[src/rtl/ihs_pkg.sv]
package ihs_pkg;

    localparam int FRAC_BITS  = 20;
    localparam int PT_W       = 6;
    localparam int VAL_W      = 32;
    localparam int DIAG_W     = 31;
    localparam int OPND_W     = 33;
    localparam int PROD_W     = 66;
    localparam int CFG_IDX_W  = 2;
    localparam int CFG_DATA_W = 31;

    localparam logic [CFG_IDX_W-1:0] CFG_SCHEME = 2'd0;
    localparam logic [CFG_IDX_W-1:0] CFG_LAMBDA = 2'd1;
    localparam logic [CFG_IDX_W-1:0] CFG_DT     = 2'd2;
    localparam logic [CFG_IDX_W-1:0] CFG_GRID   = 2'd3;

    typedef struct packed {
        logic              mode;
        logic [DIAG_W-1:0] lam;
        logic [DIAG_W-1:0] dt;
        logic [PT_W-1:0]   grid;
    } t_cfg;

    typedef enum logic [2:0] {
        A_ONE,
        A_LAM,
        A_CMP,
        A_DT,
        A_LOW
    } t_asel;

    typedef enum logic [2:0] {
        B_OLD,
        B_SRC,
        B_WORK,
        B_RBND,
        B_LBND,
        B_LDSUM
    } t_bsel;

    typedef struct packed {
        logic            capture;
        logic            acc_clr;
        logic            acc_en;
        t_asel           a_sel;
        t_bsel           b_sel;
        logic            sh21;
        logic            sub;
        logic [PT_W-1:0] addr_a;
        logic [PT_W-1:0] addr_b;
        logic [PT_W-1:0] row;
        logic            ld_wr;
        logic [PT_W-1:0] ld_addr;
        logic            row_wr;
        logic            div_init;
        logic            div_step;
        logic            div_wr;
        logic            out_ld;
        logic            is_right;
        logic            is_left;
    } t_cmd;

endpackage

[src/rtl/ihs_ctrl.sv]
module ihs_ctrl import ihs_pkg::*; #(
    parameter int MAX_POINTS  = 64,
    parameter int VALUE_WIDTH = 32
) (
    input  logic i_clk,
    input  logic i_rst_n,
    input  t_cfg i_cfg,
    input  logic i_in_valid,
    input  logic i_in_last,
    input  logic i_out_ready,
    output logic o_in_ready,
    output logic o_out_valid,
    output t_cmd o_cmd
);

    localparam int DPW = (VALUE_WIDTH > 32) ? 32 : VALUE_WIDTH;
    localparam int NW  = DPW + FRAC_BITS;
    localparam int CW  = $clog2(NW);
    localparam logic [PT_W-1:0] TOP_ROW = PT_W'(MAX_POINTS - 1);

    typedef enum logic [14:0] {
        S_IDLE      = 15'h0001,
        S_OP_RD     = 15'h0002,
        S_OP_MUL    = 15'h0004,
        S_OP_RND    = 15'h0008,
        S_OP_ACC    = 15'h0010,
        S_LD_WR     = 15'h0020,
        S_ROW_START = 15'h0040,
        S_ROW_WR    = 15'h0080,
        S_DIV_RD    = 15'h0100,
        S_DIV_INIT  = 15'h0200,
        S_DIV_RUN   = 15'h0400,
        S_DIV_WR    = 15'h0800,
        S_OUT_RD    = 15'h1000,
        S_OUT_LD    = 15'h2000,
        S_OUT_SHOW  = 15'h4000
    } t_state;

    typedef enum logic [1:0] {
        PH_LOAD,
        PH_FWD,
        PH_BACK
    } t_phase;

    typedef struct packed {
        t_asel           a_sel;
        t_bsel           b_sel;
        logic            sh21;
        logic            sub;
        logic [PT_W-1:0] addr_a;
        logic [PT_W-1:0] addr_b;
    } t_op;

    t_state          r_state, n_state;
    t_phase          r_phase, n_phase;
    logic [PT_W-1:0] r_row, n_row;
    logic [2:0]      r_step, n_step;
    logic [PT_W-1:0] r_n, n_n;
    logic [CW-1:0]   r_cnt, n_cnt;
    logic [PT_W-1:0] r_load_cnt, n_load_cnt;
    logic            r_last, n_last;

    logic [PT_W-1:0] nclamp;
    t_op             op;
    logic            nx_found;
    logic [2:0]      nx_step;
    logic            st_found;
    logic [2:0]      st_step;

    function automatic logic step_en(input t_phase ph, input logic [2:0] s,
                                     input logic [PT_W-1:0] row, input logic [PT_W-1:0] n,
                                     input logic mode);
        logic e;
        e = 1'b0;
        if (ph == PH_FWD) begin
            case (s)
                3'd0:    e = 1'b1;
                3'd1:    e = mode;
                3'd2:    e = mode;
                3'd3:    e = 1'b1;
                3'd4:    e = (row == n - 1'b1);
                3'd5:    e = (row == PT_W'(1));
                3'd6:    e = (row > PT_W'(1));
                default: e = 1'b0;
            endcase
        end else if (ph == PH_BACK) begin
            e = (s <= 3'd1);
        end
        return e;
    endfunction

    // first enabled step at or after 'from'
    function automatic logic [3:0] first_en(input logic [3:0] from, input t_phase ph,
                                            input logic [PT_W-1:0] row,
                                            input logic [PT_W-1:0] n, input logic mode);
        logic       f;
        logic [2:0] s;
        f = 1'b0;
        s = '0;
        for (int k = 0; k < 7; k++) begin
            if (!f && 4'(k) >= from && step_en(ph, 3'(k), row, n, mode)) begin
                f = 1'b1;
                s = 3'(k);
            end
        end
        return {f, s};
    endfunction

    assign nclamp = (i_cfg.grid < PT_W'(2)) ? PT_W'(2) :
                    ((i_cfg.grid > TOP_ROW) ? TOP_ROW : i_cfg.grid);

    assign {nx_found, nx_step} = first_en({1'b0, r_step} + 4'd1, r_phase, r_row, r_n,
                                          i_cfg.mode);
    assign {st_found, st_step} = first_en(4'd0, r_phase, r_row, r_n, i_cfg.mode);

    always_comb begin
        op.a_sel  = A_ONE;
        op.b_sel  = B_OLD;
        op.sh21   = 1'b0;
        op.sub    = 1'b0;
        op.addr_a = r_row;
        op.addr_b = r_row;
        case (r_phase)
            PH_LOAD: begin
                op.a_sel = A_DT;
                op.b_sel = B_LDSUM;
                op.sh21  = i_cfg.mode;
            end
            PH_FWD: begin
                case (r_step)
                    3'd0: begin
                        op.a_sel = i_cfg.mode ? A_CMP : A_ONE;
                    end
                    3'd1: begin
                        op.a_sel  = A_LAM;
                        op.sh21   = 1'b1;
                        op.addr_b = r_row - 1'b1;
                    end
                    3'd2: begin
                        op.a_sel  = A_LAM;
                        op.sh21   = 1'b1;
                        op.addr_b = r_row + 1'b1;
                    end
                    3'd3: begin
                        op.b_sel = B_SRC;
                    end
                    3'd4: begin
                        op.a_sel = A_LAM;
                        op.b_sel = B_RBND;
                        op.sh21  = i_cfg.mode;
                    end
                    3'd5: begin
                        op.a_sel = A_LAM;
                        op.b_sel = B_LBND;
                        op.sh21  = i_cfg.mode;
                    end
                    default: begin
                        op.a_sel  = A_LOW;
                        op.b_sel  = B_WORK;
                        op.sub    = 1'b1;
                        op.addr_a = r_row - 1'b1;
                        op.addr_b = r_row - 1'b1;
                    end
                endcase
            end
            PH_BACK: begin
                op.b_sel = B_WORK;
                if (r_step != 3'd0) begin
                    op.a_sel  = A_LOW;
                    op.sub    = 1'b1;
                    op.addr_b = r_row + 1'b1;
                end
            end
            default: begin
            end
        endcase
    end

    always_comb begin
        n_state    = r_state;
        n_phase    = r_phase;
        n_row      = r_row;
        n_step     = r_step;
        n_n        = r_n;
        n_cnt      = r_cnt;
        n_load_cnt = r_load_cnt;
        n_last     = r_last;

        o_cmd          = '0;
        o_cmd.a_sel    = op.a_sel;
        o_cmd.b_sel    = op.b_sel;
        o_cmd.sh21     = op.sh21;
        o_cmd.sub      = op.sub;
        o_cmd.addr_a   = op.addr_a;
        o_cmd.addr_b   = ((r_state == S_OP_RD) || (r_state == S_OP_MUL)) ? op.addr_b : r_row;
        o_cmd.row      = r_row;
        o_cmd.ld_addr  = r_load_cnt;
        o_cmd.is_right = (r_row == r_n);
        o_cmd.is_left  = (r_row == '0);

        o_in_ready  = (r_state == S_IDLE);
        o_out_valid = (r_state == S_OUT_SHOW);

        case (r_state)
            S_IDLE: begin
                if (i_in_valid) begin
                    o_cmd.capture = 1'b1;
                    o_cmd.acc_clr = 1'b1;
                    n_last        = i_in_last;
                    n_phase       = PH_LOAD;
                    n_state       = S_OP_MUL;
                end
            end
            S_OP_RD:  n_state = S_OP_MUL;
            S_OP_MUL: n_state = S_OP_RND;
            S_OP_RND: n_state = S_OP_ACC;
            S_OP_ACC: begin
                o_cmd.acc_en = 1'b1;
                if (r_phase == PH_LOAD) begin
                    n_state = S_LD_WR;
                end else if (nx_found) begin
                    n_step  = nx_step;
                    n_state = S_OP_RD;
                end else begin
                    n_state = S_ROW_WR;
                end
            end
            S_LD_WR: begin
                o_cmd.ld_wr = 1'b1;
                n_load_cnt  = r_load_cnt + 1'b1;
                if (r_last) begin
                    n_n     = nclamp;
                    n_row   = PT_W'(1);
                    n_phase = PH_FWD;
                    n_state = S_ROW_START;
                end else begin
                    n_state = S_IDLE;
                end
            end
            S_ROW_START: begin
                o_cmd.acc_clr = 1'b1;
                n_step        = st_step;
                n_state       = S_OP_RD;
            end
            S_ROW_WR: begin
                o_cmd.row_wr = 1'b1;
                if (r_phase == PH_FWD) begin
                    if (r_row == r_n - 1'b1) begin
                        n_row   = PT_W'(1);
                        n_state = S_DIV_RD;
                    end else begin
                        n_row   = r_row + 1'b1;
                        n_state = S_ROW_START;
                    end
                end else begin
                    if (r_row == PT_W'(1)) begin
                        n_row   = r_n;
                        n_state = S_OUT_RD;
                    end else begin
                        n_row   = r_row - 1'b1;
                        n_state = S_ROW_START;
                    end
                end
            end
            S_DIV_RD: n_state = S_DIV_INIT;
            S_DIV_INIT: begin
                o_cmd.div_init = 1'b1;
                n_cnt          = '0;
                n_state        = S_DIV_RUN;
            end
            S_DIV_RUN: begin
                o_cmd.div_step = 1'b1;
                n_cnt          = r_cnt + 1'b1;
                if (r_cnt == CW'(NW - 1)) begin
                    n_state = S_DIV_WR;
                end
            end
            S_DIV_WR: begin
                o_cmd.div_wr = 1'b1;
                if (r_row == r_n - 1'b1) begin
                    if (r_n == PT_W'(2)) begin
                        n_row   = r_n;
                        n_state = S_OUT_RD;
                    end else begin
                        n_row   = r_n - PT_W'(2);
                        n_phase = PH_BACK;
                        n_state = S_ROW_START;
                    end
                end else begin
                    n_row   = r_row + 1'b1;
                    n_state = S_DIV_RD;
                end
            end
            S_OUT_RD: n_state = S_OUT_LD;
            S_OUT_LD: begin
                o_cmd.out_ld = 1'b1;
                n_state      = S_OUT_SHOW;
            end
            S_OUT_SHOW: begin
                if (i_out_ready) begin
                    if (r_row == '0) begin
                        n_load_cnt = '0;
                        n_state    = S_IDLE;
                    end else begin
                        n_row   = r_row - 1'b1;
                        n_state = S_OUT_RD;
                    end
                end
            end
            default: n_state = S_IDLE;
        endcase
    end

    always_ff @(posedge i_clk) begin
        if (!i_rst_n) begin
            r_state    <= S_IDLE;
            r_phase    <= PH_LOAD;
            r_row      <= '0;
            r_step     <= '0;
            r_n        <= PT_W'(2);
            r_cnt      <= '0;
            r_load_cnt <= '0;
            r_last     <= 1'b0;
        end else begin
            r_state    <= n_state;
            r_phase    <= n_phase;
            r_row      <= n_row;
            r_step     <= n_step;
            r_n        <= n_n;
            r_cnt      <= n_cnt;
            r_load_cnt <= n_load_cnt;
            r_last     <= n_last;
        end
    end

endmodule

[config.mk]
export PLATFORM = sky130hd
export DESIGN_NAME = ihs_ctrl
export DESIGN_NICKNAME = d
export VERILOG_FILES = /design/src/rtl/ihs_pkg.sv /design/src/rtl/ihs_ctrl.sv
export SDC_FILE = /design/constraint.sdc
export NUM_CORES = 1
export LEC_CHECK = 0
export ABC_AREA = 1
export CORE_ASPECT_RATIO = 2
export CORE_MARGIN = 2
export CORE_UTILIZATION = 40
export CTS_CLUSTER_SIZE = 8
export DETAILED_ROUTE_END_ITERATION = 7
export DONT_BUFFER_PORTS = 1
export HOLD_SLACK_MARGIN = 0.03
export SYNTH_ARGS = -nofsm -noshare
export SYNTH_HDL_FRONTEND = slang
export SYNTH_SLANG_ARGS = --single-unit
[constraint.sdc]
create_clock -name i_clk -period 4.9 [get_ports i_clk]
set_input_delay 0 -clock i_clk [delete_from_list [all_inputs] [get_ports i_clk]]
set_output_delay 0 -clock i_clk [all_outputs]
set_load 0.1 [all_outputs]
After elaboration in Yosys (flattened, before gate mapping)
Index checks and enable logic that the tools add are counted.
Cells by class
  $add $sub $neg: 7
  reduce and logical (&&, ||, !) cells: 54
  bitwise logic cells: 0
  shifts and indexed selects: 0
  equal/unequal tests: 37
  $mul: 0
  magnitude comparators: 10
  muxes and demuxes: 94
  div/mod/pow operators: 0
Operators by type and width (count)
  one-hot mux 15 bit (15 select lines): 1
  2-to-1 mux 6 bit: 15
  2-to-1 mux 15 bit: 5
  one-hot mux 6 bit (2 select lines): 4
  2-to-1 mux 13 bit: 3
  2-to-1 mux 3 bit: 13
  2-to-1 mux 1 bit: 32
  one-hot mux 6 bit (4 select lines): 1
  logical AND 1 bit: 19
  adder 6 x 1 -> 6 bit, second input constant: 3
  != test 2 bit, second input constant: 9
  one-hot mux 6 bit (3 select lines): 1
  2-to-1 mux 8 bit: 2
  == test 15 x 1 -> 1 bit, second input constant: 1
  == test 15 x 10 -> 1 bit, second input constant: 1
  == test 15 x 11 -> 1 bit, second input constant: 1
  == test 15 x 12 -> 1 bit, second input constant: 1
  == test 15 x 13 -> 1 bit, second input constant: 1
  == test 15 x 14 -> 1 bit, second input constant: 1
  == test 15 bit, second input constant: 1
  == test 15 x 2 -> 1 bit, second input constant: 1
  == test 15 x 3 -> 1 bit, second input constant: 1
  == test 15 x 4 -> 1 bit, second input constant: 1
  == test 15 x 5 -> 1 bit, second input constant: 1
  other kinds (47): 83
Word-level totals
  input port bits: 74
  memories: 0
  flip-flop bits (word level): 45
  memory bits (read-only): 0
  RAM bits: 0
  bits in latches: 0
  output and inout bits: 45

Depth between registers and ports, before layout
  depth in word-level cells: 32
  depth in mapped cells: 16

Worst setup path before layout
OpenSTA, ideal clock, no wires.
  kind: register to output
  start: register r_row[1]
  end: output o_cmd[21] (netlist name)
  buffers on the path: 1
  required time: 4.900 ns
  cell stages (with the launch flop): 8
  arrival time: 4.022 ns
  slack: 0.878 ns
  cells stage by stage: dfxtp_1 clkbuf_2 inv_1 ha_1 inv_1 o21ai_0 o31ai_1 o21ai_0
RTL lines
  start, declared: RTL line ihs_ctrl.sv:56  | logic [PT_W-1:0] r_row, n_row;
  start signal, assigned: RTL line ihs_ctrl.sv:327  | r_row <= n_row;
  end, declared: RTL line ihs_ctrl.sv:13  | output t_cmd o_cmd

==> impl_results.md <==
- Status: finished, final reports clean
- Number of global-route vias before repair: 4,286
- GRT Util Overall: 25.2%
- P_sw: 271 uW
- FILL cells: 1,015
- FP Rows: 51
- Measured slew at the worst slew-check pin: 1220 ps
- Max-cap violations: 0
- Switching part of the total power: 29.6%
- Worst Hold End: r_n[0]
- Initial antenna violation count: 0
- Post-synthesis sequential area ratio: 22.8%
- Worst hold start: i_cfg[1]
- Synth Flop Type: dfxtp_1
- Diode count: 0
- Layout cell share with drive strength beyond 1: 13.5%
- R2R depth: 12
- Synth top area cells: dfxtp_1 (23%), nand2_1 (14%), inv_1 (8.3%)
- Initial core utilization: 40.8%
- DRC viols: 0
- Avg Synthesized Cell Area: 6.24 sq um
- Post-synthesis cell type count: 47
- Num CTS Buffers: 5
- I/O pin cnt: 119
- Fmax: 266 MHz
- Top Layer Used: met4
- Worst EP arrival: 3750 ps
- Routed wire per std cell: 16.8 microns
- Final Skew: 4.89 ps
- Clock period minus worst slack: 3750 ps
- Mapped Nets: 727
- Vias/cell: 5.44
- Core area: 9700 sq um
- Gpl congestion: 0.957
- ANT nets after route: 0
- R2r setup slk: 1880 ps
- RSZ-0062 raised after global routing: false
- Nature of the critical path endpoint: output port
- M1 wire length: 4.28 mm
- Nets: 747
- Worst Path Required: 4900 ps
- Pins Over Slew Limit: 0
- Yosys reg bits: 45
- Hold path cells: 4
- Tightest Hold Check Type: in -> reg
- R2R Path End: r_state[0]
- Detailed Route WL: 13.2 mm
- CTS clk-pin slew, worst paths: 60 ps
- Dpl cell area: 4270 sq um
- Root Driver: clkbuf_16
- Die area: 10,800 sq um
- Largest net degree at the start of global routing: 33
- Clk_lat worst skew: 290 ps
- Met2 WL post-DR: 7.25 mm
- Comb pwr share: 18.0%
- Syn Inst Count: 634
- Half-perimeter wire length after placement: 10.7 mm
- Seq pwr share: 41.2%
- Resized cells post-CTS: 0
- Internal: 647 uW
- Power Dens Cells: 202 nW/um^2
- Synth area leader: dfxtp_1
- Worst VDD drop: 123 uV
- FF+latch area: 901 sq um
- Area Overhead vs Synth: 15.0%
- Finished Cell Area: 4550 sq um
- CTS max path bufs: 2
- Worst setup path category: reg -> out
- H-tree Lvls: 2
- Crit Path Max Fanout: 16
- R2R Path Start: r_state[2]
- Synth warnings: 0
- CTS tree: done
- Setup TNS: 0 ps
- Startpoint Class: register
- Via count: 4,273
- Number of clock sinks: 45
- Die H: 145 microns
- IO buf count: 0
- Async S/R FF share, synth: 0%
- Routed met3 length: 580 microns
- Clock Power Share: 40.8%
- Post-synth top area share: 22.8%
- Synthesized area: 3960 sq um
- Final worst path period share: 76.6%
- Starting DRT DRC Count: 228
- Final hold viol count: 0
- Congestion Overflow GR: 0
- P_leak: 0.00207 uW
- Final setup violation count: 0
- First-pass GRT wire length: 20.5 mm
- Drt first pass iters: 4
- Multi-input gate area: 2690 sq um
- Slew margin rel.: 18.5%
- Post-synth EDFFs: 0
- DIE WIDTH: 74.3 microns
[synth_stat cells (all sizes together) (3+ instances only)]
master,instances
nand2,157
inv,97
nor2,86
nand3,52
dfxtp,45
o21ai,41
a21oi,33
ha,19
nand4,15
nor3,15
xor2,11
buf,8
clkbuf,7
a211oi,6
o22ai,6
nor4,5
xnor2,5
o2111ai,4
nand3b,3
o211ai,3
[worst max-delay path: stages, from the launching register on]
cell	delay, ps
dfxtp_1	360
inv_1	150
ha_1	600
inv_1	420
nor2_1	450
clkinv_1	450
o21ai_2	1020
[metal layers]
metal	up-vias	global-route usage [%]
met3	65	3.60
met5	-	0
met4	0	20.7
li1	2110	-
met2	147	47.0
met1	1951	22.8
[metrics by stage]
stage | utilization (%) | hold slack [ps] | setup slack (ps) | instances | total power [uW]
floorplan | - | 161 | 878 | 634 | 515
global placement | 44.0 | 87.8 | 1530 | 767 | 537
detailed placement | 44.0 | 92.0 | 1470 | 767 | 540
CTS | 46.9 | 38.5 | 1150 | 786 | 928
global route | 46.9 | 52.9 | 866 | 786 | 951
finish | 46.9 | 42.3 | 1150 | 786 | 918
[layout make-up]
type	count	area share (%)
clock buffer	5	2.75
clock inverter	2	0.770
inverter	99	8.27
multi-input combinational	475	59.1
sequential	45	19.8
tap	132	3.63
timing repair buffer	28	5.72
[placed cells by master (no fill, tap or decap), types with 3 or more instances in the layout]
master / instances
a211oi_1: 6
a21oi_1: 25
a21oi_2: 7
buf_4: 15
clkbuf_16: 5
dfxtp_1: 45
dlygate4sd3_1: 12
ha_1: 19
inv_1: 88
inv_2: 7
nand2_1: 150
nand2_2: 5
nand3_1: 45
nand3_2: 6
nand3b_1: 3
nand4_1: 14
nor2_1: 69
nor2_2: 9
nor2_4: 5
nor2_8: 3
nor3_1: 12
nor4_1: 5
o2111ai_1: 3
o211ai_1: 3
o21ai_0: 29
o21ai_1: 4
o21ai_2: 8
o22ai_1: 6
xnor2_1: 5
xor2_1: 10
[worst max-delay path by stage]
stage                          start         to  slack, ps  cells past startpoint
after floorplan             r_row[1]  o_cmd[21]        880                      7
after global placement    r_phase[0]  o_cmd[31]       1530                      5
after detailed placement  r_phase[1]  o_cmd[31]       1470                      6
after CTS                 r_phase[1]  o_cmd[31]       1150                      6
after global routing      r_phase[1]  o_cmd[31]        870                      6
final                     r_phase[1]  o_cmd[31]       1150                      6
[power groups by stage]
stage	Sequential (uW)	Combinational, uW	Clock [uW]
2_1_floorplan	384	130	0
6_report	378	166	375
3_5_place_dp	386	153	0
3_3_place_gp	386	151	0
4_1_cts	378	165	385
5_1_grt	378	175	398
[cell families after synthesis]
logic type / synth area share (%)
AOI/OAI and AO/OA: 15.0
xor gates and xnor gates: 3.54
DFF: 22.8
adders and majority gates: 6.01
and+or+nand+nor: 41.1
buffers and inverters: 11.5
[flip-flops by register name, summed over array words and instances, names as in the netlist]
signal / count
r_last: 1
r_step: 3
r_n: 6
r_cnt: 6
r_load_cnt: 6
r_state: 15
r_row: 6
r_phase: 2
[timing repair]
| item | 4_1_cts | 5_1_grt |
|---|---|---|
| buffers inserted | 0 | 0 |
| hold buffers | 12 | 0 |
| hold endpoints to repair | 20 | 0 |
(Power assumes the default switching activity.)
