[config.mk]
export PLATFORM = sky130hd
export DESIGN_NAME = ihs_cfg
export DESIGN_NICKNAME = d
export VERILOG_FILES = /design/src/rtl/ihs_pkg.sv /design/src/rtl/ihs_cfg.sv
export SDC_FILE = /design/constraint.sdc
export NUM_CORES = 1
export LEC_CHECK = 0
export BUFFER_PORTS_ARGS = -buffer_cell sky130_fd_sc_hd__buf_2
export CORE_ASPECT_RATIO = 0.75
export CORE_MARGIN = 1.5
export CORE_UTILIZATION = 30
export CTS_CLUSTER_SIZE = 24
export DETAILED_ROUTE_END_ITERATION = 12
export HOLD_SLACK_MARGIN = 0.02
export PLACE_DENSITY = 0.6
export SYNTH_ARGS = -nofsm -noshare
export SYNTH_HDL_FRONTEND = slang
export SYNTH_SLANG_ARGS = --single-unit
export TNS_END_PERCENT = 20
[constraint.sdc]
create_clock -name i_clk -period 1.4 [get_ports i_clk]
set_clock_uncertainty 0.05 [all_clocks]
set_input_delay 0.14 -clock i_clk [delete_from_list [all_inputs] [get_ports i_clk]]
set_output_delay 0.14 -clock i_clk [all_outputs]
set_load 0.01 [all_outputs]
[src/rtl/ihs_pkg.sv]
package ihs_pkg;

    localparam int FRAC_BITS  = 20;
    localparam int PT_W       = 6;
    localparam int VAL_W      = 32;
    localparam int DIAG_W     = 31;
    localparam int OPND_W     = 33;
    localparam int PROD_W     = 66;
    localparam int CFG_IDX_W  = 2;
    localparam int CFG_DATA_W = 31;

    localparam logic [CFG_IDX_W-1:0] CFG_SCHEME = 2'd0;
    localparam logic [CFG_IDX_W-1:0] CFG_LAMBDA = 2'd1;
    localparam logic [CFG_IDX_W-1:0] CFG_DT     = 2'd2;
    localparam logic [CFG_IDX_W-1:0] CFG_GRID   = 2'd3;

    typedef struct packed {
        logic              mode;
        logic [DIAG_W-1:0] lam;
        logic [DIAG_W-1:0] dt;
        logic [PT_W-1:0]   grid;
    } t_cfg;

    typedef enum logic [2:0] {
        A_ONE,
        A_LAM,
        A_CMP,
        A_DT,
        A_LOW
    } t_asel;

    typedef enum logic [2:0] {
        B_OLD,
        B_SRC,
        B_WORK,
        B_RBND,
        B_LBND,
        B_LDSUM
    } t_bsel;

    typedef struct packed {
        logic            capture;
        logic            acc_clr;
        logic            acc_en;
        t_asel           a_sel;
        t_bsel           b_sel;
        logic            sh21;
        logic            sub;
        logic [PT_W-1:0] addr_a;
        logic [PT_W-1:0] addr_b;
        logic [PT_W-1:0] row;
        logic            ld_wr;
        logic [PT_W-1:0] ld_addr;
        logic            row_wr;
        logic            div_init;
        logic            div_step;
        logic            div_wr;
        logic            out_ld;
        logic            is_right;
        logic            is_left;
    } t_cmd;

endpackage

[src/rtl/ihs_cfg.sv]
module ihs_cfg import ihs_pkg::*; (
    input  logic                  i_clk,
    input  logic                  i_rst_n,
    input  logic                  i_we,
    input  logic [CFG_IDX_W-1:0]  i_idx,
    input  logic [CFG_DATA_W-1:0] i_data,
    output t_cfg                  o_cfg
);

    t_cfg r_cfg;

    always_ff @(posedge i_clk) begin
        if (!i_rst_n) begin
            r_cfg.mode <= 1'b0;
            r_cfg.lam  <= 31'd1048576;
            r_cfg.dt   <= 31'd1048576;
            r_cfg.grid <= 6'd2;
        end else if (i_we) begin
            case (i_idx)
                CFG_SCHEME: r_cfg.mode <= i_data[0];
                CFG_LAMBDA: r_cfg.lam  <= i_data;
                CFG_DT:     r_cfg.dt   <= i_data;
                CFG_GRID:   r_cfg.grid <= i_data[PT_W-1:0];
                default: begin
                end
            endcase
        end
    end

    assign o_cfg = r_cfg;

endmodule

### Yosys cells after proc, flatten, opt, wreduce, memory -nomap -nowiden

Cells that the tools add are included.
W data, S select, Z words.

* eq/ne operators: 3
* reduce and logical (&&, ||, !) cells: 5

Operators with widths (count)
* $reduce_and A2 Y1: 4
* $eq A2 B2 Y1 const B: 2
* $eq A2 B1 Y1 const B: 1
* $logic_not A2 Y1: 1

* bits in registers: 69
* output and inout bits: 69
* logic and storage cells: 12

### Depth between registers and ports, before layout

Gate-level depths: netlist of run 1.

* depth after elaboration: 2
* mapped depth: 4
* mapped depth without buffers: 2

### Worst setup path before layout of run 1

OpenSTA, ideal clock, no wires.

* path kind: input port to flip-flop
* from: in i_rst_n
* to: reg r_cfg (netlist bit o_cfg[57])
* library setup time: 122 ps
* arrival: 800 ps
* required time: 1228 ps
* slack: 428 ps
* stages on the path: 4
* cell sequence: buf_2 > clkbuf_1 > nor2b_1 > mux2i_1

RTL lines
* start: declaration: line ihs_cfg.sv:3 `input logic i_rst_n,`
* end: declaration: line ihs_cfg.sv:10 `t_cfg r_cfg;`

### Worst setup path after layout of run 1

* from: reg r_cfg (netlist bit o_cfg[4])
* to: out o_cfg[4] in the netlist's numbering

RTL lines
* end: declaration: line ihs_cfg.sv:7 `output t_cfg o_cfg`

No word-level cell between the ends.

==> flow_metrics.env, run 1 <==
export IMPL_synthXorXnorAreaFrac_pct=0
export IMPL_worst_path_max_delay_cell="dfxtp_1"
export IMPL_wl_per_cell_um=12.52
export IMPL_postCtsHoldBufs=1
export IMPL_slew_limit_headroom_pct=74.68
export IMPL_grt_antenna_before_repair=0
export IMPL_clkTransAtPathRegs_ps=50
export IMPL_die_w_um=110.4
export IMPL_ys_flop_type="dfxtp_1"
export IMPL_crit_path_end_kind="output pin"
export IMPL_cp_arrival_ps=810
export IMPL_power_density_nw_per_um2=1371
export IMPL_cp_num_buf_inv=1
export IMPL_drtAntennaViolNets=0
export IMPL_synth_area_leaders="dfxtp_1 53%, mux2i_1 26%, nand2_1 14%, clkbuf_1 1.3%, buf_6 1.3%"
export IMPL_cp_depth=1
export IMPL_yosysMostFrequentCell="nand2_1"
export IMPL_finalSetupViolations=0
export IMPL_worst_setup_path_type="reg2out"
export IMPL_synth_common_cells="96 x nand2_1, 69 x dfxtp_1, 68 x mux2i_1, 9 x clkbuf_1"
export IMPL_netlist_area_um2=2595
export IMPL_gp_congestion=0.7001
export IMPL_crit_path_start_kind="flop"
export IMPL_ys_seq_area_share_pct=53.23
export IMPL_rows=29
export IMPL_worstHoldStart="i_data[9]"
export IMPL_drcViolationCount=0
export IMPL_drtIter0Drc=89
export IMPL_crit_end="o_cfg[4]"
export IMPL_layout_drive_gt1_share_pct=34.05
export IMPL_post_drt_via_cell_ratio=4.341
export IMPL_async_flop_share_pct=0
export IMPL_tns_ps=0
export IMPL_grt_pass1_vias=2053
export IMPL_place_hpwl_mm=4.126
export IMPL_synth_top_family_by_area="multiplexers"
export IMPL_synthDistinctLibCells=16
export IMPL_clockBufferDepth=2
export IMPL_r2r_start="o_cfg[1]"
export IMPL_first_pass_iters=4
export IMPL_fp_dieArea_um2=9223
export IMPL_yosysTopAreaCellShare_pct=53.23
export IMPL_largest_reg_flops=69
export IMPL_grt_start_max_net_pins=57
export IMPL_io_buffers=104
export IMPL_drv_cap=0
export IMPL_cts_tree="built"
export IMPL_regToRegEndpoint="o_cfg[1]"
export IMPL_cellLeakagePower_nw=1.829
export IMPL_gr_total_overflow=0
export IMPL_crit_chain="buf_2"
export IMPL_reg2reg_depth=2
export IMPL_path_delay_family="flip-flops"
export IMPL_post_cts_setup_buffers=0
export IMPL_fin_crit_ps=997.1
export IMPL_cp_slowest_stage_delay_ps=340
export IMPL_nNetsFinal=401
export IMPL_synth_avg_cell_area_um2=9.942
export IMPL_initial_core_util_pct=30.83
export IMPL_dpl_instance_area_um2=3231
export IMPL_syn_to_final_growth_pct=37.46
export IMPL_synth_area_leader_cell="dfxtp_1"
export IMPL_synth_edf_count=0
export IMPL_drt_total_wl_mm=5.985
export IMPL_grt_total_usage_pct=13.94
export IMPL_synthAdderAreaFrac_pct=0
export IMPL_yosys_warnings=0
export IMPL_vias=2075
export IMPL_finalHoldViolCount=0
export IMPL_io_pins=105
export IMPL_die_h_um=83.55
export IMPL_cts_root_buf="clkbuf_16"
export IMPL_diodes=0
export IMPL_rsz0062_at_grt="false"
export IMPL_synthesis_nets=297
export IMPL_fin_ws_ps=402.9
export IMPL_fmax_mhz=1003
export IMPL_synth_area_mux_share_pct=26.23
export IMPL_syn_inst=261
export IMPL_min_period_over_period_pct=71.22
export IMPL_core_area_um2=8418
export IMPL_ys_ff_latch=69
export IMPL_grt_pass1_wl_mm=9.777
export IMPL_cts_resized=0
export IMPL_critPathRequiredTime_ps=1210
export IMPL_clk_latency_ps=320
export IMPL_synth_compound_area_share_pct=0.4339
export IMPL_cts_htree_levels=3
export IMPL_status="finished clean"
export IMPL_startpoint="o_cfg[4]"
export IMPL_yosys_area_share_simple_pct=16.10
export IMPL_finalMaxSlewViolations=0
export IMPL_cts_made_buffers=9
export IMPL_post_place_ws_ps=229.6
export IMPL_ir_worst_vdd_uv=905.2
export IMPL_r2r_setup_slack_ps=690
export IMPL_hp_class="in2reg"
export IMPL_worstMarginPinSlew_ps=378.7
export IMPL_postLayoutCellArea_um2=3567
export IMPL_cts_sinks=69
export IMPL_cp_max_fo=2
worst register-to-register path: stages (launching register included):
cell and delay (ps):
dfxtp_1 310, a31oi_1 120, o21ai_0 100
logic make-up (layout without fill, tap and decap cells):
kind of cell / Yosys count / count (layout)
simple gates: 104 / 104
flops: 69 / 69
buf+inv: 18 / 127
mux: 68 / 68
compound gates: 2 / 2
cells in the final DEF (no fill, tap or decap), drive strengths merged:
master / Yosys / layout
buf: 9 / 110
nand2: 96 / 96
dfxtp: 69 / 69
mux2i: 68 / 68
clkbuf: 9 / 12
nor2b: 3 / 3
bufinv: 0 / 2
clkinv: 0 / 2
and3b: 1 / 1
nand3b: 1 / 1
nand3: 1 / 1
and4b: 1 / 1
a31oi: 1 / 1
o21ai: 1 / 1
nor3b: 1 / 1
dlygate4sd3: 0 / 1
per-stage QoR:
| step | cells | power (mW) | utilization (%) | hold slack (ps) |
|---|---|---|---|---|
| global route | 478 | 5.108 | 42.38 | 31.36 |
| floorplan | 261 | 2.329 | - | 251.5 |
| finish | 478 | 4.892 | 42.38 | 33.30 |
| CTS | 478 | 4.977 | 42.38 | 21.97 |
| global placement | 461 | 2.491 | 38.38 | 361.8 |
| detailed placement | 461 | 2.498 | 38.38 | 370.5 |
metal layers:
metal  global-route usage [%]  up-vias  share of wire [%]  wire [um]
met5                        0        -                  0          0
met4                    5.594        0                1.6         97
met3                    6.011       10                8.0        476
met2                    21.83       63                 45       2698
met1                    16.67      934                 45       2712
li1                         -     1068                  -          -
power breakdown:
part | internal [mW] | leakage, nW | switching [mW] | total [mW]
Clock | 1.65 | 0.163 | 0.789 | 2.44
Sequential | 2.04 | 0.561 | 0.0340 | 2.07
Combinational | 0.174 | 1.11 | 0.211 | 0.384
worst min-delay path by stage:
stage | end | slack, ps | depth (start not counted)
finish | o_cfg[15] | 30 | 3
global route | o_cfg[17] | 30 | 3
CTS | o_cfg[33] | 20 | 3
detailed placement | o_cfg[59] | 370 | 3
global placement | o_cfg[14] | 360 | 3
floorplan | o_cfg[12] | 250 | 2
area by class of cell:
cell class	instances	area, um2
flip-flops and latches	69	1381
clock inverters	4	70.07
clock buffers	12	256.5
repair buffers	111	613.1
multi-input cells	174	1111
fillers	843	4851
well taps	108	135.1
Note: power is estimated with default switching activity, not from simulation.
==> run 2, diff against run 1 <==
Settings changed: PLACE_DENSITY 0.6 to 0.62.
Clock period 1.4 ns to 0.9 ns, I/O delays scaled along.
==> run 2 against run 1 <==
Against the previous run:
- the run now ends with negative setup slack left
- worst setup slack got worse by 410 ps
- critical path depth did not move
- combinational power grew 130%
- wire length rose by 18%
==> flow_metrics.env, run 2 (synthesized netlist as in run 1, its figures left out) <==
export IMPL_status="finished with violations"
export IMPL_violations="negative setup slack"
export IMPL_finalSetupViolations=16
export IMPL_fp_dieArea_um2=9223
export IMPL_pwr_share_seq_pct=41.1
export IMPL_cellLeakagePower_nw=2.130
export IMPL_wl_per_cell_um=13.51
export IMPL_seqCellArea_um2=1468
export IMPL_diodes=0
export IMPL_p_switching_mw=1.736
export IMPL_die_w_um=110.4
export IMPL_cts_made_buffers=9
export IMPL_crit_chain="buf_6"
export IMPL_power_density_nw_per_um2=1748
export IMPL_largest_reg_flops=69
export IMPL_fill_cells=737
export IMPL_worstMarginPinSlew_ps=249.1
export IMPL_hp_class="in2reg"
export IMPL_layout_drive_gt1_share_pct=51.33
export IMPL_drt_total_wl_mm=7.037
export IMPL_clockBufferDepth=2
export IMPL_nNetsFinal=444
export IMPL_first_pass_iters=4
export IMPL_slew_limit_headroom_pct=83.36
export IMPL_pwr_share_clk_pct=47.6
export IMPL_finalMaxSlewViolations=0
export IMPL_cp_max_fo=2
export IMPL_worst_path_max_delay_cell="dfxtp_2"
export IMPL_dpl_instance_area_um2=3376
export IMPL_startpoint="o_cfg[61]"
export IMPL_critPathRequiredTime_ps=760
export IMPL_final_cell_mix="96 x nand2_1, 69 x dfxtp_2, 69 x buf_6, 68 x mux2i_1, 35 x buf_2"
export IMPL_drtAntennaViolNets=0
export IMPL_r2r_setup_slack_ps=110
export IMPL_drtIter0Drc=77
export IMPL_fin_crit_ps=911.0
export IMPL_internal_power_mw=6.205
export IMPL_clk_latency_ps=320
export IMPL_vias=2317
export IMPL_multi_input_area_um2=1114
export IMPL_crit_path_end_kind="output pin"
export IMPL_holdWs_ps=28.04
export IMPL_rsz0062_at_grt="true"
export IMPL_drv_cap=0
export IMPL_rows=29
export IMPL_grt_start_max_net_pins=56
export IMPL_crit_path_start_kind="flop"
export IMPL_cts_root_buf="clkbuf_16"
export IMPL_r2r_start="o_cfg[2]"
export IMPL_cp_slowest_stage_delay_ps=350
export IMPL_grt_pass1_vias=2337
export IMPL_cts_htree_levels=3
export IMPL_grt_pass1_wl_mm=11.20
export IMPL_initial_core_util_pct=30.83
export IMPL_gr_total_overflow=0
export IMPL_postLayoutCellArea_um2=4542
export IMPL_worstHoldStart="i_data[5]"
export IMPL_fmax_mhz=1098
export IMPL_ir_worst_vdd_uv=1047
export IMPL_fin_ws_ps=-11.01
export IMPL_core_area_um2=8418
export IMPL_min_period_over_period_pct=101.2
export IMPL_io_pins=105
export IMPL_grt_antenna_before_repair=0
export IMPL_syn_to_final_growth_pct=75.02
export IMPL_worst_setup_path_type="reg2out"
export IMPL_clkTransAtPathRegs_ps=50
export IMPL_cp_arrival_ps=770
export IMPL_cts_sinks=69
export IMPL_path_delay_family="flip-flops"
export IMPL_io_buffers=104
export IMPL_tns_ps=-63.38
export IMPL_gp_congestion=0.7032
export IMPL_finalHoldViolCount=0
export IMPL_grt_total_usage_pct=15.75
export IMPL_place_hpwl_mm=4.331
export IMPL_p_comb_share_pct=11.3
export IMPL_cp_num_buf_inv=1
export IMPL_die_h_um=83.55
export IMPL_final_common_cell="nand2_1"
export IMPL_post_place_ws_ps=-145.7
export IMPL_drcViolationCount=0
export IMPL_cts_tree="built"
export IMPL_swShare_pct=21.86
export IMPL_fin_util_pct=53.95
export IMPL_post_drt_via_cell_ratio=4.447
-- run 2: layer usage --
layer	track usage, %	routed length (um)
met2	27.05	3575
met3	6.870	417
met1	18.01	3013
met5	0	0
met4	3.147	31
-- run 2: cell type report --
class                           instances  area share (%)
Timing Repair Buffer                  154           33.03
Sequential cell                        69           32.31
Multi-Input combinational cell        174           24.52
Clock buffer                           10           5.262
Tap cell                              108           2.975
Clock inverter                          6           1.901
-- run 2: power groups by stage --
stage | combinational (mW) | sequential [mW] | clock (mW)
floorplan | 0.291 | 3.33 | 0
global placement | 0.657 | 3.28 | 0
detailed placement | 0.669 | 3.28 | 0
CTS | 0.884 | 3.26 | 3.88
global route | 0.967 | 3.28 | 4.04
finish | 0.895 | 3.27 | 3.78
-- run 2: worst min-delay path: stages --
cell and delay [ps]:
buf_2 100, nand2_1 90, mux2i_1 70
-- run 2: repair_timing --
action                                 in CTS  in global routing
endpoints found under the hold margin      61                  0
resized for setup                         138                  1
hold buffers                               29                  0
setup endpoints to repair                  69                 70
buffers inserted                            1                  3
-- run 2: per-stage QoR --
stage / total power, mW / std cells
5_1_grt: 8.286 / 521
2_1_floorplan: 3.623 / 261
4_1_cts: 8.032 / 518
3_5_place_dp: 3.952 / 472
6_report: 7.941 / 521
3_3_place_gp: 3.939 / 472
-- run 2: final timing paths --
path / cells past startpoint / endpoint
worst max-delay path: 1 / o_cfg[61]
worst min-delay path: 3 / o_cfg[11]
worst max register to register: 3 / o_cfg[2]
worst min register to register: 2 / o_cfg[64]
==> run 3, diff against run 2 <==
Settings changed: CTS_CLUSTER_SIZE 24 to default, REMOVE_ABC_BUFFERS from default to 1.
==> run 3 against run 2 <==
Against the previous run:
- the flow still finishes with violations (negative setup slack)
- largest power group is now registers
- non-clock buffer count shrank 9
- global-route usage shrank 0.79 points
- hold slack gained 9.7 ps
- sequential share of layout area grew 1.0 points
- critical path depth is the same
- design area shrank 3.1%
- first-iteration DRC count grew 25%
- critical endpoint is now o_cfg[14]
- total power shrank 8.5%
- count of clock-buffer cells in the layout grew 1
- register-to-register slack gained 70 ps
- core utilization shrank 1.7 points
- largest cell class is now sequential cells
==> flow_metrics.env, run 3 (synthesized netlist as in run 1, its figures left out) <==
export IMPL_path_delay_family="flip-flops"
export IMPL_clk_latency_ps=320
export IMPL_cp_arrival_ps=770
export IMPL_status="finished with violations"
export IMPL_placed_cells_incl_taps=466
export IMPL_cp_slowest_stage_delay_ps=340
export IMPL_die_w_um=110.4
export IMPL_pwr_share_clk_pct=43.3
export IMPL_tns_ps=-90.06
export IMPL_pwr_share_seq_pct=45.0
export IMPL_violations="negative setup slack"
export IMPL_slew_limit_headroom_pct=85.84
export IMPL_worst_setup_path_type="reg2out"
export IMPL_grt_total_usage_pct=14.96
export IMPL_largest_reg_flops=69
export IMPL_cts_tree="built"
export IMPL_cp_max_fo=2
export IMPL_fmax_mhz=1096
export IMPL_rows=29
export IMPL_holdWs_ps=37.78
export IMPL_vias=2245
export IMPL_diodes=0
export IMPL_place_hpwl_mm=4.110
export IMPL_drt_total_wl_mm=6.613
export IMPL_crit_path_start_kind="flop"
export IMPL_cts_htree_levels=3
export IMPL_drcViolationCount=0
export IMPL_startpoint="o_cfg[14]"
export IMPL_hp_class="in2reg"
export IMPL_initial_core_util_pct=30.83
export IMPL_grt_antenna_before_repair=0
export IMPL_io_pins=105
export IMPL_clkTransAtPathRegs_ps=60
export IMPL_rsz0062_at_grt="true"
export IMPL_cellLeakagePower_nw=2.047
export IMPL_crit_path_end_kind="output pin"
export IMPL_drtAntennaViolNets=0
export IMPL_drtIter0Drc=96
export IMPL_post_drt_via_cell_ratio=4.393
export IMPL_gp_congestion=0.7228
export IMPL_syn_to_final_growth_pct=69.62
export IMPL_gr_total_overflow=0
export IMPL_cts_root_buf="clkbuf_16"
export IMPL_layout_drive_gt1_share_pct=49.63
export IMPL_r2r_start="o_cfg[67]"
export IMPL_stdcell_count=511
export IMPL_grt_pass1_wl_mm=10.66
export IMPL_p_comb_share_pct=11.8
export IMPL_worst_path_max_delay_cell="dfxtp_2"
export IMPL_grt_pass1_vias=2266
export IMPL_worstMarginPinSlew_ps=211.9
export IMPL_fp_dieArea_um2=9223
export IMPL_worstHoldStart="i_idx[1]"
export IMPL_power_density_nw_per_um2=1650
export IMPL_drv_cap=0
export IMPL_crit_chain="buf_6"
export IMPL_io_buffers=104
export IMPL_fin_ws_ps=-12.32
export IMPL_finalSetupViolations=19
export IMPL_ir_worst_vdd_uv=1018
export IMPL_wl_per_cell_um=12.94
export IMPL_power_mw=7.265
export IMPL_final_cell_mix="96 x nand2_1, 69 x dfxtp_2, 69 x buf_6, 68 x mux2i_1, 35 x buf_2"
export IMPL_cts_made_buffers=9
export IMPL_min_period_over_period_pct=101.4
export IMPL_core_area_um2=8418
export IMPL_internal_power_mw=5.598
export IMPL_finalMaxSlewViolations=0
export IMPL_first_pass_iters=4
export IMPL_grt_start_max_net_pins=51
export IMPL_finalHoldViolCount=0
export IMPL_final_common_cell="nand2_1"
export IMPL_cp_num_buf_inv=1
export IMPL_p_switching_mw=1.666
export IMPL_clockBufferDepth=2
export IMPL_cts_sinks=69
export IMPL_critPathRequiredTime_ps=760
export IMPL_die_h_um=83.55
export IMPL_fin_crit_ps=912.3
export IMPL_swShare_pct=22.94
export IMPL_nNetsFinal=435
run 3: cell types whose count changed in the layout (fill, tap and decap cells not counted):
cell / previous run / this run
bufinv_16: 2 / 0
clkinv_4: 1 / 0
buf_12: 8 / 7
clkbuf_1: 0 / 1
nor2b_1: 2 / 3
buf_4: 13 / 5
nor2b_2: 1 / 0
clkinvlp_4: 1 / 2
run 3: final cells by class:
| type | count | area (um2) |
|---|---|---|
| clock buffer | 11 | 242.7 |
| timing repair buffer | 145 | 1420 |
| fill | 758 | 4016 |
| multi-input combinational | 174 | 1111 |
| tap | 108 | 135.1 |
| sequential | 69 | 1468 |
| clock inverter | 4 | 25.02 |
run 3: through the flow:
| step | setup WS [ps] | util (%) | cell area, um2 |
|---|---|---|---|
| after floorplan | -819.5 | - | 2491 |
| after global placement | -104.4 | 39.42 | 3318 |
| after detailed placement | -139.1 | 39.42 | 3318 |
| after CTS | -23.38 | 52.29 | 4402 |
| after global routing | -46.42 | 52.29 | 4402 |
| final | -12.32 | 52.29 | 4402 |
run 3: power by group through the flow:
stage | combinational [mW] | sequential, mW | clock (mW)
2_1_floorplan | 0.226 | 3.33 | 0
3_3_place_gp | 0.623 | 3.28 | 0
6_report | 0.854 | 3.27 | 3.14
3_5_place_dp | 0.637 | 3.28 | 0
4_1_cts | 0.854 | 3.27 | 3.24
5_1_grt | 0.923 | 3.28 | 3.39
run 3: final timing paths:
path	end	slack, ps	cells after the start
worst min register to register	o_cfg[46]	410	2
worst max-delay path	o_cfg[14]	-10	1
worst max register to register	o_cfg[67]	180	3
worst min-delay path	o_cfg[68]	40	3
run 3: per-layer routing:
metal / track usage [%] / share of wire (%) / vias up
met2: 25.93 / 50 / 69
met1: 16.63 / 43 / 1036
met4: 5.245 / 1.2 / 0
met5: 0 / 0 / -
li1: - / - / 1131
met3: 5.464 / 6.3 / 9
run 3: repair_timing:
action / in CTS / in global routing
gates resized for setup: 138 / 0
buffers inserted: 1 / 0
endpoints found under the hold margin: 60 / 0
endpoints found under the setup margin: 69 / 69
hold buffers: 29 / 0
